## src/hw/rtl/lbpl_pkg.sv

```systemverilog
// Shared types and constants for the look-ahead block peak limiter.
// No dependencies; lbpl_div and the top-level limiter import this package.
`timescale 1ns / 1ps

package lbpl_pkg;

    // Sample format: signed Q1.23.
    localparam int SAMPLE_W   = 24;
    localparam int FRAC_BITS  = SAMPLE_W - 1;
    localparam logic [SAMPLE_W-1:0] FULL_SCALE = SAMPLE_W'(1) << FRAC_BITS;
    localparam logic [SAMPLE_W-1:0] HALF_LSB   = SAMPLE_W'(1) << (FRAC_BITS - 1);

    // Geometry limits.
    localparam int MAX_BLOCK_FRAMES = 1024;
    localparam int MAX_CHANNELS     = 2;
    localparam int RING_DEPTH       = 3 * MAX_BLOCK_FRAMES * MAX_CHANNELS;
    localparam int POS_W            = $clog2(RING_DEPTH);
    localparam int FRAME_W          = $clog2(MAX_BLOCK_FRAMES);
    localparam int BLOCK_W          = FRAME_W + 1;
    localparam int CHAN_W           = $clog2(MAX_CHANNELS + 1);

    // Serial divider geometry: dividend holds ceiling << FRAC_BITS.
    localparam int DIV_NUM_W = 2 * SAMPLE_W;
    localparam int DIV_CNT_W = $clog2(DIV_NUM_W + 1);

    // Configuration register indexes.
    localparam int CFG_IDX_W = 2;
    typedef enum logic [CFG_IDX_W-1:0] {
        CFG_CEILING  = 2'd0,
        CFG_BLOCK    = 2'd1,
        CFG_CHANNELS = 2'd2
    } cfg_idx_t;

    // Sequencer states.
    typedef enum logic [2:0] {
        ST_IDLE,
        ST_RAMP,
        ST_MUL,
        ST_OUT,
        ST_NEXT,
        ST_GAIN_S,
        ST_GAIN_E
    } state_t;

endpackage

```

## src/hw/rtl/lbpl_div.sv

```systemverilog
// Restoring serial divider, one quotient bit per cycle, shared by all gain work.
// Depends on lbpl_pkg.
`timescale 1ns / 1ps

module lbpl_div
    import lbpl_pkg::*;
(
    input  logic                 aclk,
    input  logic                 aresetn,
    input  logic                 start,
    input  logic [DIV_NUM_W-1:0] dividend,
    input  logic [SAMPLE_W-1:0]  divisor,
    output logic                 done,
    output logic [SAMPLE_W-1:0]  quotient
);

    logic                 busy_reg, busy_next;
    logic                 done_reg, done_next;
    logic [DIV_CNT_W-1:0] cnt_reg, cnt_next;
    logic [SAMPLE_W-1:0]  rem_reg, rem_next;
    logic [DIV_NUM_W-1:0] quo_reg, quo_next;
    logic [SAMPLE_W-1:0]  dvs_reg, dvs_next;
    logic [SAMPLE_W:0]    trial;

    // One shift-and-subtract step per cycle.
    always_comb begin
        trial     = {rem_reg, quo_reg[DIV_NUM_W-1]};
        busy_next = busy_reg;
        done_next = 1'b0;
        cnt_next  = cnt_reg;
        rem_next  = rem_reg;
        quo_next  = quo_reg;
        dvs_next  = dvs_reg;
        if (start) begin
            busy_next = 1'b1;
            cnt_next  = DIV_CNT_W'(DIV_NUM_W);
            rem_next  = '0;
            quo_next  = dividend;
            dvs_next  = divisor;
        end else if (busy_reg) begin
            if (trial >= {1'b0, dvs_reg}) begin
                rem_next = SAMPLE_W'(trial - {1'b0, dvs_reg});
                quo_next = {quo_reg[DIV_NUM_W-2:0], 1'b1};
            end else begin
                rem_next = trial[SAMPLE_W-1:0];
                quo_next = {quo_reg[DIV_NUM_W-2:0], 1'b0};
            end
            cnt_next = cnt_reg - 1'b1;
            if (cnt_reg == DIV_CNT_W'(1)) begin
                busy_next = 1'b0;
                done_next = 1'b1;
            end
        end
    end

    always_ff @(posedge aclk) begin
        if (!aresetn) begin
            busy_reg <= 1'b0;
            done_reg <= 1'b0;
            cnt_reg  <= '0;
        end else begin
            busy_reg <= busy_next;
            done_reg <= done_next;
            cnt_reg  <= cnt_next;
        end
        rem_reg <= rem_next;
        quo_reg <= quo_next;
        dvs_reg <= dvs_next;
    end

    assign done     = done_reg;
    assign quotient = quo_reg[SAMPLE_W-1:0];

`ifndef SYNTHESIS
    // A new division is never started while one is still running.
    a_no_overlap: assert property (@(posedge aclk) disable iff (!aresetn)
        start |-> !busy_reg)
        else $error("divider started while busy");
`endif

endmodule

```

## config.mk

```make
export PLATFORM = sky130hd
export DESIGN_NAME = lbpl_div
export DESIGN_NICKNAME = d
export VERILOG_FILES = /design/src/hw/rtl/lbpl_pkg.sv /design/src/hw/rtl/lbpl_div.sv
export SDC_FILE = /design/constraint.sdc
export NUM_CORES = 1
export LEC_CHECK = 0
export BUFFER_PORTS_ARGS = -buffer_cell sky130_fd_sc_hd__buf_2
export CAP_MARGIN = 15
export CORE_AREA = 3 3 144 90
export CTS_BUF_LIST = sky130_fd_sc_hd__clkbuf_16
export CTS_CLUSTER_DIAMETER = 150
export CTS_CLUSTER_SIZE = 20
export DETAILED_ROUTE_END_ITERATION = 12
export DIE_AREA = 0 0 147 93
export GPL_TIMING_DRIVEN = 1
export PLACE_DENSITY = 0.71
export SLEW_MARGIN = 20
export SYNTH_ARGS = -nofsm -noshare
export SYNTH_HDL_FRONTEND = slang
export SYNTH_SLANG_ARGS = --single-unit
```

## constraint.sdc

```tcl
create_clock -name aclk -period 3.3 [get_ports aclk]
set_input_delay 0.99 -clock aclk [delete_from_list [all_inputs] [get_ports aclk]]
set_output_delay 0.99 -clock aclk [all_outputs]
set_load 0.01 [all_outputs]
```

=== Word level (Yosys, flattened, before mapping) ===
Cells that the tools add are included.

* Eq/ne operators: 1
* Reductions and logical operators: 3
* Multiplexer cells: 10
* Bitwise logic cells: 2
* Add/subtract/negate cells: 2
* $lt $le $gt $ge: 1

{| class="wikitable"
|+ Operators with widths
! kind !! number
|-
| 2-to-1 mux 48 bit || 2
|-
| >= comparator 25 x 24 -> 1 bit || 1
|-
| 2-to-1 mux 24 bit || 1
|-
| subtractor 24 bit || 1
|-
| 2-to-1 mux 6 bit || 2
|-
| equality test 6 x 1 -> 1 bit, second input constant || 1
|-
| subtractor 6 x 1 -> 6 bit, second input constant || 1
|-
| 2-to-1 mux 1 bit || 5
|-
| OR reduction 3 bit || 1
|-
| inverter 1 bit || 2
|-
| nonzero test 2 bit || 1
|-
| OR reduction 2 bit || 1
|}

* Input bits: 75
* Word-level logic and storage cells: 26
* Bits in registers: 104

=== Longest topological paths before layout ===
Gate-level depths: netlist (run 1).

* Word-level depth: 4
* Mapped depth: 12
* Gate-level depth less buffers: 11

=== Worst setup path before layout (run 1) ===
No wires, ideal clock.

* Path type: input to register
* From: input port start
* To: register quo_reg[0] (enable)
* Library setup time: 0.384 ns
* Stages: 3
* Arrival: 2.232 ns
* Slack: 0.683 ns
* Buffers on the path: 2
* Path through: clkbuf_1 clkbuf_1 or2_2

* Word-level cells in the longest chain between the ends: 1

{| class="wikitable"
|+ RTL lines
! item !! RTL line !! source
|-
| start, declared || lbpl_div.sv:10 || <nowiki>input logic start,</nowiki>
|-
| nonzero test 2 bit (no line) || - ||
|-
| end signal, assigned || lbpl_div.sv:67 || <nowiki>quo_reg <= quo_next;</nowiki>
|-
| end, declared || lbpl_div.sv:21 || <nowiki>logic [DIV_NUM_W-1:0] quo_reg, quo_next;</nowiki>
|}

Every way passes these cells.
A chain may end at the register's enable or synchronous reset.

=== Final worst setup path (run 1) ===
* From: register dvs_reg[3]
* To: register rem_reg[10]

* Word-level cells in the longest chain between the ends: 2
* Elaborated cells on any way between the ends: 3
* Classes of those cells: add/sub: 1; order compare: 1; mux: 1

{| class="wikitable"
|+ RTL lines
! item !! RTL line !! source
|-
| start, declared || lbpl_div.sv:22 || <nowiki>logic [SAMPLE_W-1:0] dvs_reg, dvs_next;</nowiki>
|-
| start signal, assigned || lbpl_div.sv:68 || <nowiki>dvs_reg <= dvs_next;</nowiki>
|-
| subtractor 24 bit or >= comparator 25 x 24 -> 1 bit (tied branches) || lbpl_div.sv:42, lbpl_div.sv:41 ||
|-
| 2-to-1 mux 24 bit * || lbpl_div.sv:41 || <nowiki>if (trial >= {1'b0, dvs_reg}) begin</nowiki>
|-
| end signal, assigned || lbpl_div.sv:66 || <nowiki>rem_reg <= rem_next;</nowiki>
|-
| end, declared || lbpl_div.sv:20 || <nowiki>logic [SAMPLE_W-1:0] rem_reg, rem_next;</nowiki>
|}

Every way passes the cells marked *; elsewhere a longest branch is shown, timed or not.

==> run metrics, run 1 <==
status=finished, final reports clean; Power per Cell Area=524.0 nW/um2; vias in the first global route=3804; Worst Setup End Kind=flip-flop; clk slew on worst S/H paths=0.07 ns; worst hold path class=reg2reg; Final nets=689; fraction of layout cells with a size suffix above 1=31.93%; Startpoint Class=flip-flop; vias per inst=5.320; critical-path maximum fanout=13; final setup violation count=0; crit path cell chain=inv_1 > ha_1 > a21o_1 > a21oi_2 > a2111oi_4 > o311ai_2 > nor2_2 > o2bb2ai_4 > buf_4 > nand2_1 > o211a_1; cts bufs inserted=9; Max Root-Sink Buffers=2; post-synth top area cell=edfxtp_1; I/O Buffers=99; leakage=0.002842 uW; crit-path max cell delay=0.37 ns; Mapped Nets=621; crit share post-route=88.78%; post-CTS setup buffers=0; layout filler cell count=1026; largest net degree at the start of global routing=50; top_reg_cell synth=edfxtp_1; Hold WS=0.5102 ns; Worst VDD drop=0.2442 mV; critical path type=reg2reg; Initial Util=49.09%; core area=11870 um2; Remaining Overflow, GRT=0; placed cell areas=6322 um2; critical path required time=3.54 ns; Post-Syn Instances=519; WL final=12070 um; WP buf/inv=2; num ports=100; Final Hold Vio Count=0; Avg Inst Size Synth=11.23 um2; Warnings, synthesis=0; total of max-cap violations=0; RSZ-0062 raised after global routing=no; hold buffer count at CTS=0; first-pass GRT wire length=19400 um; fin util=55.85%; ranking of synthesized cells by area=edfxtp_1 37%, dfxtp_1 11%, mux2_2 9.1%; die height=93 um; fin crit period=2.930 ns; crit path max-delay cell type=edfxtp_1; cell area after synthesis=5827 um2; worst-margin pin slew=0.6810 ns; Synth Register Bits=104; antenna violations before repair=0; Routability Congestion=0.8727; Rel. slew slack=54.51%; Synth cell types=60; max FFs per register=48; Final Slew Violations=0; # rows=31; Die X=147 um; ANT nets after route=0; mean routed wirelength per cell=15.94 um; area grow syn2layout=13.76%; fmax=341.3 MHz; n_diodes=0; async set or reset register ratio after synthesis=0%; EDFF count, synth=72; post-synth top area share=37.11%; Die Area=13670 um2; CTS Root Cell=clkbuf_16; DR iter-0 viols=183; # DRC=0; cell family with most CP delay=compound AO/OA/AOI/OAI gates; Vias=4027; CTS tree=done; H-tree depth=3; clock insertion delay at the later pin of the skew report=0.35 ns; WP data arrival=3.17 ns; register area share after synthesis=48.10%; DR pass1 iterations=5; post-route cell area=6629 um2; Fin Setup TNS=0 ns; Tot GR Track Use=17.66%; cts repair resizes=0; post-DP HPWL=8562 um; Final Skew=0.008356 ns; # clock sinks=104
## final timing paths
| kind | cells after the start | endpoint | from | slack, ns |
|---|---|---|---|---|
| worst max-delay path | 11 | rem_reg[10]$_SDFFE_PP0P_ | dvs_reg[3]$_DFFE_PP_ | 0.37 |
| worst min-delay path | 2 | rem_reg[14]$_SDFFE_PP0P_ | rem_reg[14]$_SDFFE_PP0P_ | 0.51 |
| worst max register to register | 11 | rem_reg[10]$_SDFFE_PP0P_ | dvs_reg[3]$_DFFE_PP_ | 0.37 |
| worst min register to register | 2 | rem_reg[14]$_SDFFE_PP0P_ | rem_reg[14]$_SDFFE_PP0P_ | 0.51 |
## metal layers
metal  up-vias  part of all wire, %  routed length [um]  track usage, %
met2        86                   43                5237           25.78
met3        10                  4.2                 512           4.358
li1       2001                    -                   -               -
met4         0                 0.76                  92           3.953
met5         -                    0                   0               0
met1      1930                   52                6227           26.56
## logic make-up (layout without fill, tap and decap cells)
family | Yosys count | after routing | synth area share [%]
adders and majority gates | 27 | 27 | 5.927
muxes | 65 | 65 | 12.18
buffers and inverters | 81 | 154 | 7.043
and+or+nand+nor | 114 | 114 | 9.126
xor gates and xnor gates | 25 | 25 | 3.758
DFF | 104 | 104 | 48.10
AOI/OAI and AO/OA | 103 | 103 | 13.87
## power breakdown
part	internal, uW	switching (uW)	total (uW)
clock	541	536	1080
combinational	359	443	802
sequential	1530	59.2	1590
## metrics by stage
stage               cells  power, uW  setup WS [ns]
floorplan             519       2236         0.6832
global placement      741       2394         0.5261
detailed placement    741       2413         0.4137
CTS                   757       3510         0.3717
global route          757       3659         0.2373
finish                757       3473         0.3704
## worst reg2reg max path, stage by stage (launching register included)
cell and delay (ns):
edfxtp_1 0.37, inv_1 0.08, ha_1 0.28, a21o_1 0.21
a21oi_2 0.30, a2111oi_4 0.13, o311ai_2 0.33, nor2_2 0.08
o2bb2ai_4 0.36, buf_4 0.29, nand2_1 0.13, o211a_1 0.25
## layout make-up
cell class	instances	area [um2]	share of cell area (%)
clock buffers	9	225.2	3.398
repair buffers	107	583.1	8.796
clock inverters	7	81.33	1.227
well taps	165	206.4	3.114
flip-flops and latches	104	2803	42.28
multi-input cells	334	2614	39.43
inverters	31	116.4	1.755
## layout by cell type (no fill, tap or decap), drive strengths merged, types with 3 or more instances in the layout
cell / instances
a21oi: 23
nand2: 25
a21o: 8
nor2: 47
o21a: 8
xor2: 7
xnor2: 18
ha: 26
clkbuf: 9
nor2b: 4
or3: 3
o21ai: 16
nand3: 9
inv: 34
nor4: 5
mux2: 47
dfxtp: 32
a2111oi: 3
and2: 3
nand4: 3
o211a: 3
mux2i: 18
buf: 107
nor3: 7
clkinv: 4
edfxtp: 72
a211oi: 23
## synthesized netlist by cell type (7+ instances only)
master    number
clkbuf_1      23
nor2_1        46
ha_1          26
inv_1         31
nand2_1       25
edfxtp_1      72
nor3_1         7
a21o_1         8
buf_4         24
mux2_2        47
a21oi_1       21
o21ai_0       12
o21a_1         7
mux2i_1       18
xor2_1         7
nand3_1        9
a211oi_1      20
dfxtp_1       32
xnor2_1       18
No activity file was read; power rests on OpenSTA's default activity.
==> run 2: changes to the inputs <==
==> constraint.sdc (replaced) <==
create_clock -name aclk -period 3.3 [get_ports aclk]
set_input_delay 0.66 -clock aclk [delete_from_list [all_inputs] [get_ports aclk]]
set_output_delay 0.66 -clock aclk [all_outputs]
set_load 0.01 [all_outputs]
==> run metrics, run 2 (synthesis gave the netlist of run 1 again) <==
WL final=12210 um (was 12070 um); hold buffer count at CTS=0 (unchanged); Max Root-Sink Buffers=2 (unchanged); critical path startpoint=dvs_reg[7]$_DFFE_PP_ (was dvs_reg[3]$_DFFE_PP_); layout filler cell count=1006 (was 1026); CTS Root Cell=clkbuf_16 (unchanged); Startpoint Class=flip-flop (unchanged); final setup violation count=0 (unchanged); Die X=147 um (unchanged); Final Hold Vio Count=0 (unchanged); H-tree depth=3 (unchanged); Hold WS=0.4759 ns (was 0.5102 ns); fin util=55.87% (was 55.85%); cell family with most CP delay=compound AO/OA/AOI/OAI gates (unchanged); Rel. slew slack=57.30% (was 54.51%); Final Skew=0.007382 ns (was 0.008356 ns); Initial Util=49.09% (unchanged); WP buf/inv=2 (unchanged); post-CTS setup buffers=0 (unchanged); hold_sp=divisor[8] (was rem_reg[14]$_SDFFE_PP0P_); DR pass1 iterations=4 (was 5); clk slew on worst S/H paths=0.08 ns (was 0.07 ns); Worst Setup End Kind=flip-flop (unchanged); status=finished, final reports clean (unchanged); vias per inst=5.418 (was 5.320); post-DP HPWL=8929 um (was 8562 um); largest net degree at the start of global routing=39 (was 50); Vias=4096 (was 4027); leakage=0.002843 uW (was 0.002842 uW); Tot GR Track Use=18.22% (was 17.66%); most frequent cells in the layout=98 x buf_2, 72 x edfxtp_1, 47 x mux2_2 (unchanged); crit share post-route=89.20% (was 88.78%); first-pass GRT wire length=20120 um (was 19400 um); crit path max-delay cell type=o311ai_2 (was edfxtp_1); ANT nets after route=0 (unchanged); max FFs per register=48 (unchanged); Worst VDD drop=0.2532 mV (was 0.2442 mV); commonest non-fill, non-tap cell in the layout=buf_2 (unchanged); CTS tree=done (unchanged); # rows=31 (unchanged); Power per Cell Area=533.7 nW/um2 (was 524.0 nW/um2); Final nets=688 (was 689); # clock sinks=104 (unchanged); fmax=339.7 MHz (was 341.3 MHz); crit path cell chain=inv_1 > ha_1 > a21oi_2 > and2_1 > o21ai_1 > o311ai_2 > nor2_2 > o2bb2ai_4 > buf_4 > nand2_1 > o211a_1 (was inv_1 > ha_1 > a21o_1 > a21oi_2 > a2111oi_4 > o311ai_2 > nor2_2 > o2bb2ai_4 > buf_4 > nand2_1 > o211a_1); Final Slew Violations=0 (unchanged); cts bufs inserted=9 (unchanged); n_diodes=0 (unchanged); Fin Setup TNS=0 ns (unchanged); I/O Buffers=99 (unchanged); die height=93 um (unchanged); vias in the first global route=3977 (was 3804); RSZ-0062 raised after global routing=no (unchanged); # DRC=0 (unchanged); Die Area=13670 um2 (unchanged); critical path required time=3.55 ns (was 3.54 ns); area grow syn2layout=13.81% (was 13.76%); Routability Congestion=0.8848 (was 0.8727); mean routed wirelength per cell=16.16 um (was 15.94 um); antenna violations before repair=0 (unchanged); crit-path max cell delay=0.42 ns (was 0.37 ns); Remaining Overflow, GRT=0 (unchanged); num ports=100 (unchanged); core area=11870 um2 (unchanged); total of max-cap violations=0 (unchanged); fraction of layout cells with a size suffix above 1=31.81% (was 31.93%); clock insertion delay at the later pin of the skew report=0.35 ns (about the same); DR iter-0 viols=238 (was 183); critical-path maximum fanout=12 (was 13); reg-to-reg startpoint=dvs_reg[7]$_DFFE_PP_ (was dvs_reg[3]$_DFFE_PP_); worst-margin pin slew=0.6393 ns (was 0.6810 ns); fin crit period=2.944 ns (was 2.930 ns); critical path type=reg2reg (unchanged); cts repair resizes=0 (unchanged); WP data arrival=3.19 ns (was 3.17 ns); worst hold path class=in2reg (was reg2reg)
## run 2: worst register-to-register path, delay by kind of cell (launching register included)
kind	cells	cell delay [ns]
AOI/OAI and AO/OA	5	1.42
and+or+nand+nor	3	0.44
adders and majority gates	1	0.34
DFF	1	0.32
buffers and inverters	2	0.32
## run 2: per-stage QoR
| stage | setup slack, ns | std cells | power (uW) | area [um2] |
|---|---|---|---|---|
| 2_1_floorplan | 0.8091 | 519 | 2236 | 5827 |
| 3_3_place_gp | 0.4816 | 740 | 2391 | 6302 |
| 3_5_place_dp | 0.3984 | 740 | 2414 | 6302 |
| 4_1_cts | 0.3808 | 756 | 3565 | 6631 |
| 5_1_grt | 0.1630 | 756 | 3722 | 6631 |
| 6_report | 0.3564 | 756 | 3539 | 6631 |
## run 2: area by class of cell
| class | count | area, um2 | area share, % |
|---|---|---|---|
| flip-flops and latches | 104 | 2803 | 42.26 |
| multi-input cells | 334 | 2614 | 39.42 |
| repair buffers | 106 | 563.0 | 8.491 |
| clock buffers | 9 | 225.2 | 3.396 |
| well taps | 165 | 206.4 | 3.113 |
| inverters | 31 | 116.4 | 1.755 |
| clock inverters | 7 | 103.9 | 1.566 |
## run 2: worst paths after layout
path	end	slack [ns]	depth (start not counted)
worst max register to register	rem_reg[10]$_SDFFE_PP0P_	0.36	11
worst min register to register	rem_reg[8]$_SDFFE_PP0P_	0.51	2
worst min-delay path	dvs_reg[8]$_DFFE_PP_	0.48	1
worst max-delay path	rem_reg[10]$_SDFFE_PP0P_	0.36	11
## run 2: metal layers
layer / global-route usage [%] / vias to the layer above / wire [um]
li1: - / 1999 / -
met1: 27.62 / 1971 / 6163
met2: 26.43 / 112 / 5317
met3: 4.116 / 14 / 608
met4: 4.574 / 0 / 125
met5: 0 / - / 0
## run 2: report_power, final
group	switching (uW)	leakage, uW	internal (uW)
combinational	437	0.00170	357
clock	532	0.000160	613
sequential	64.5	0.000982	1530
==> run 3: changes to the inputs <==
==> constraint.sdc (replaced) <==
create_clock -name aclk -period 3.4 [get_ports aclk]
set_input_delay 0.68 -clock aclk [delete_from_list [all_inputs] [get_ports aclk]]
set_output_delay 0.68 -clock aclk [all_outputs]
set_load 0.01 [all_outputs]
==> run metrics, run 3 (synthesis gave the netlist of run 1 again) <==
status=finished, final reports clean (unchanged); worst hold path class=reg2reg (was in2reg); WP data arrival=3.12 ns (was 3.19 ns); post-DP HPWL=8415 um (was 8929 um); crit path cell chain=inv_1 > ha_1 > a21o_1 > a21oi_2 > a2111oi_4 > o311ai_2 > nor2_2 > o2bb2ai_4 > buf_4 > mux2i_1 > a211oi_1 (was inv_1 > ha_1 > a21oi_2 > and2_1 > o21ai_1 > o311ai_2 > nor2_2 > o2bb2ai_4 > buf_4 > nand2_1 > o211a_1); mean routed wirelength per cell=15.83 um (was 16.16 um); Final Skew=0.007382 ns (about the same); Worst VDD drop=0.2911 mV (was 0.2532 mV); max FFs per register=48 (unchanged); largest net degree at the start of global routing=70 (was 39); crit-path max cell delay=0.36 ns (was 0.42 ns); I/O Buffers=99 (unchanged); vias in the first global route=3976 (was 3977); Tot GR Track Use=17.91% (was 18.22%); crit path max-delay cell type=o2bb2ai_4 (was o311ai_2); Hold Path Stages=2 (was 1); clk slew on worst S/H paths=0.08 ns (about the same); commonest non-fill, non-tap cell in the layout=buf_2 (unchanged); Non-Filler Instances=754 (was 756); crit share post-route=85.88% (was 89.20%); area grow syn2layout=13.27% (was 13.81%); die height=93 um (unchanged); critical path required time=3.60 ns (was 3.55 ns); placed insts=738 (was 740); Remaining Overflow, GRT=0 (unchanged); Startpoint Class=flip-flop (unchanged); DR iter-0 viols=294 (was 238); total of max-cap violations=0 (unchanged); Die Area=13670 um2 (unchanged); Overall Power=3357 uW (was 3539 uW); DR pass1 iterations=5 (was 4); worst reg2reg path depth=11 (unchanged); # clock sinks=104 (unchanged); cts repair resizes=0 (unchanged); n_diodes=0 (unchanged); reg-to-reg startpoint=dvs_reg[3]$_DFFE_PP_ (was dvs_reg[7]$_DFFE_PP_); fraction of layout cells with a size suffix above 1=31.58% (was 31.81%); critical path type=reg2reg (unchanged); most frequent cells in the layout=98 x buf_2, 72 x edfxtp_1, 47 x mux2_2 (unchanged); flop2flop setup slack=0.48 ns (was 0.36 ns); Max Root-Sink Buffers=2 (unchanged); Fin Setup TNS=0 ns (unchanged); Initial Util=49.09% (unchanged); CTS Root Cell=clkbuf_16 (unchanged); # rows=31 (unchanged); leakage=0.002819 uW (was 0.002843 uW); Power per Cell Area=508.7 nW/um2 (was 533.7 nW/um2); Final Hold Vio Count=0 (unchanged); hold_sp=cnt_reg[1]$_SDFFE_PP0P_ (was divisor[8]); hold buffer count at CTS=0 (unchanged); antenna violations before repair=0 (unchanged); worst-margin pin slew=0.5888 ns (was 0.6393 ns); Routability Congestion=0.9078 (was 0.8848); # DRC=0 (unchanged); Worst Setup End Kind=flip-flop (unchanged); Die X=147 um (unchanged); Final nets=686 (was 688); fmax=342.5 MHz (was 339.7 MHz); Vias=3948 (was 4096); WL final=11930 um (was 12210 um); H-tree depth=3 (unchanged); Final Slew Violations=0 (unchanged); CTS tree=done (unchanged); critical-path maximum fanout=12 (unchanged); final setup violation count=0 (unchanged); core area=11870 um2 (unchanged); vias per inst=5.236 (was 5.418); Rel. slew slack=60.67% (was 57.30%); WP buf/inv=2 (unchanged); Worst Hold End=cnt_reg[1]$_SDFFE_PP0P_ (was dvs_reg[8]$_DFFE_PP_); ANT nets after route=0 (unchanged); fin crit period=2.920 ns (was 2.944 ns); num ports=100 (unchanged); cts bufs inserted=9 (unchanged); cell family with most CP delay=compound AO/OA/AOI/OAI gates (unchanged); FF-to-FF End=rem_reg[14]$_SDFFE_PP0P_ (was rem_reg[10]$_SDFFE_PP0P_); first-pass GRT wire length=19930 um (was 20120 um); RSZ-0062 raised after global routing=no (unchanged); post-CTS setup buffers=0 (unchanged); clock insertion delay at the later pin of the skew report=0.35 ns (about the same)
[run 3: changes by cell type in the layout (fill, tap and decap cells not counted)]
cell / delta
bufinv_16: -1
clkinvlp_4: +2
inv_8: +1
buf_12: +1
clkinv_4: -1
buf_4: -3
clkinv_8: -1
[run 3: tightest hold or removal path: cells and delay by family, from the launching register on]
kind               cells  cell delay [ns]
and+or+nand+nor        1             0.08
DFF                    1             0.33
AOI/OAI and AO/OA      1             0.05
[run 3: area by class of cell]
cell class                 count  area [um2]
clock buffer                   9       225.2
clock inverter                 7       75.07
fill                        1027        5269
inverter                      31       116.4
multi-input combinational    334        2614
sequential                   104        2803
tap                          165       206.4
timing repair buffer         104       560.5
[run 3: worst max path at each step]
stage | start | end | slack, ns | cells after the start
4_1_cts | dvs_reg[3]$_DFFE_PP_ | rem_reg[14]$_SDFFE_PP0P_ | 0.46 | 11
3_3_place_gp | dvs_reg[0]$_DFFE_PP_ | rem_reg[22]$_SDFFE_PP0P_ | 0.60 | 10
5_1_grt | dvs_reg[3]$_DFFE_PP_ | rem_reg[19]$_SDFFE_PP0P_ | 0.21 | 11
2_1_floorplan | quo_reg[47]$_DFFE_PP_ | rem_reg[22]$_SDFFE_PP0P_ | 0.91 | 11
6_report | dvs_reg[3]$_DFFE_PP_ | rem_reg[14]$_SDFFE_PP0P_ | 0.48 | 11
3_5_place_dp | dvs_reg[3]$_DFFE_PP_ | rem_reg[14]$_SDFFE_PP0P_ | 0.49 | 11
[run 3: metrics by stage]
stage / hold slack [ns] / setup WS, ns / utilization [%] / area [um2]
3_5_place_dp: 0.4895 / 0.4889 / 53.08 / 6300
5_1_grt: 0.4894 / 0.2108 / 55.61 / 6600
3_3_place_gp: 0.4823 / 0.5965 / 53.08 / 6300
6_report: 0.4998 / 0.4799 / 55.61 / 6600
2_1_floorplan: 0.4621 / 0.9091 / - / 5827
4_1_cts: 0.4891 / 0.4603 / 55.61 / 6600
[run 3: where the power goes]
part           internal (uW)  switching [uW]
combinational            346             425
sequential              1490            59.1
clock                    519             519
total                   2350            1000
[run 3: routing by layer]
layer | track usage (%) | share of wire, %
met2 | 25.93 | 42
met3 | 4.068 | 5.1
met5 | 0 | 0
met4 | 4.109 | 0.70
met1 | 27.28 | 52
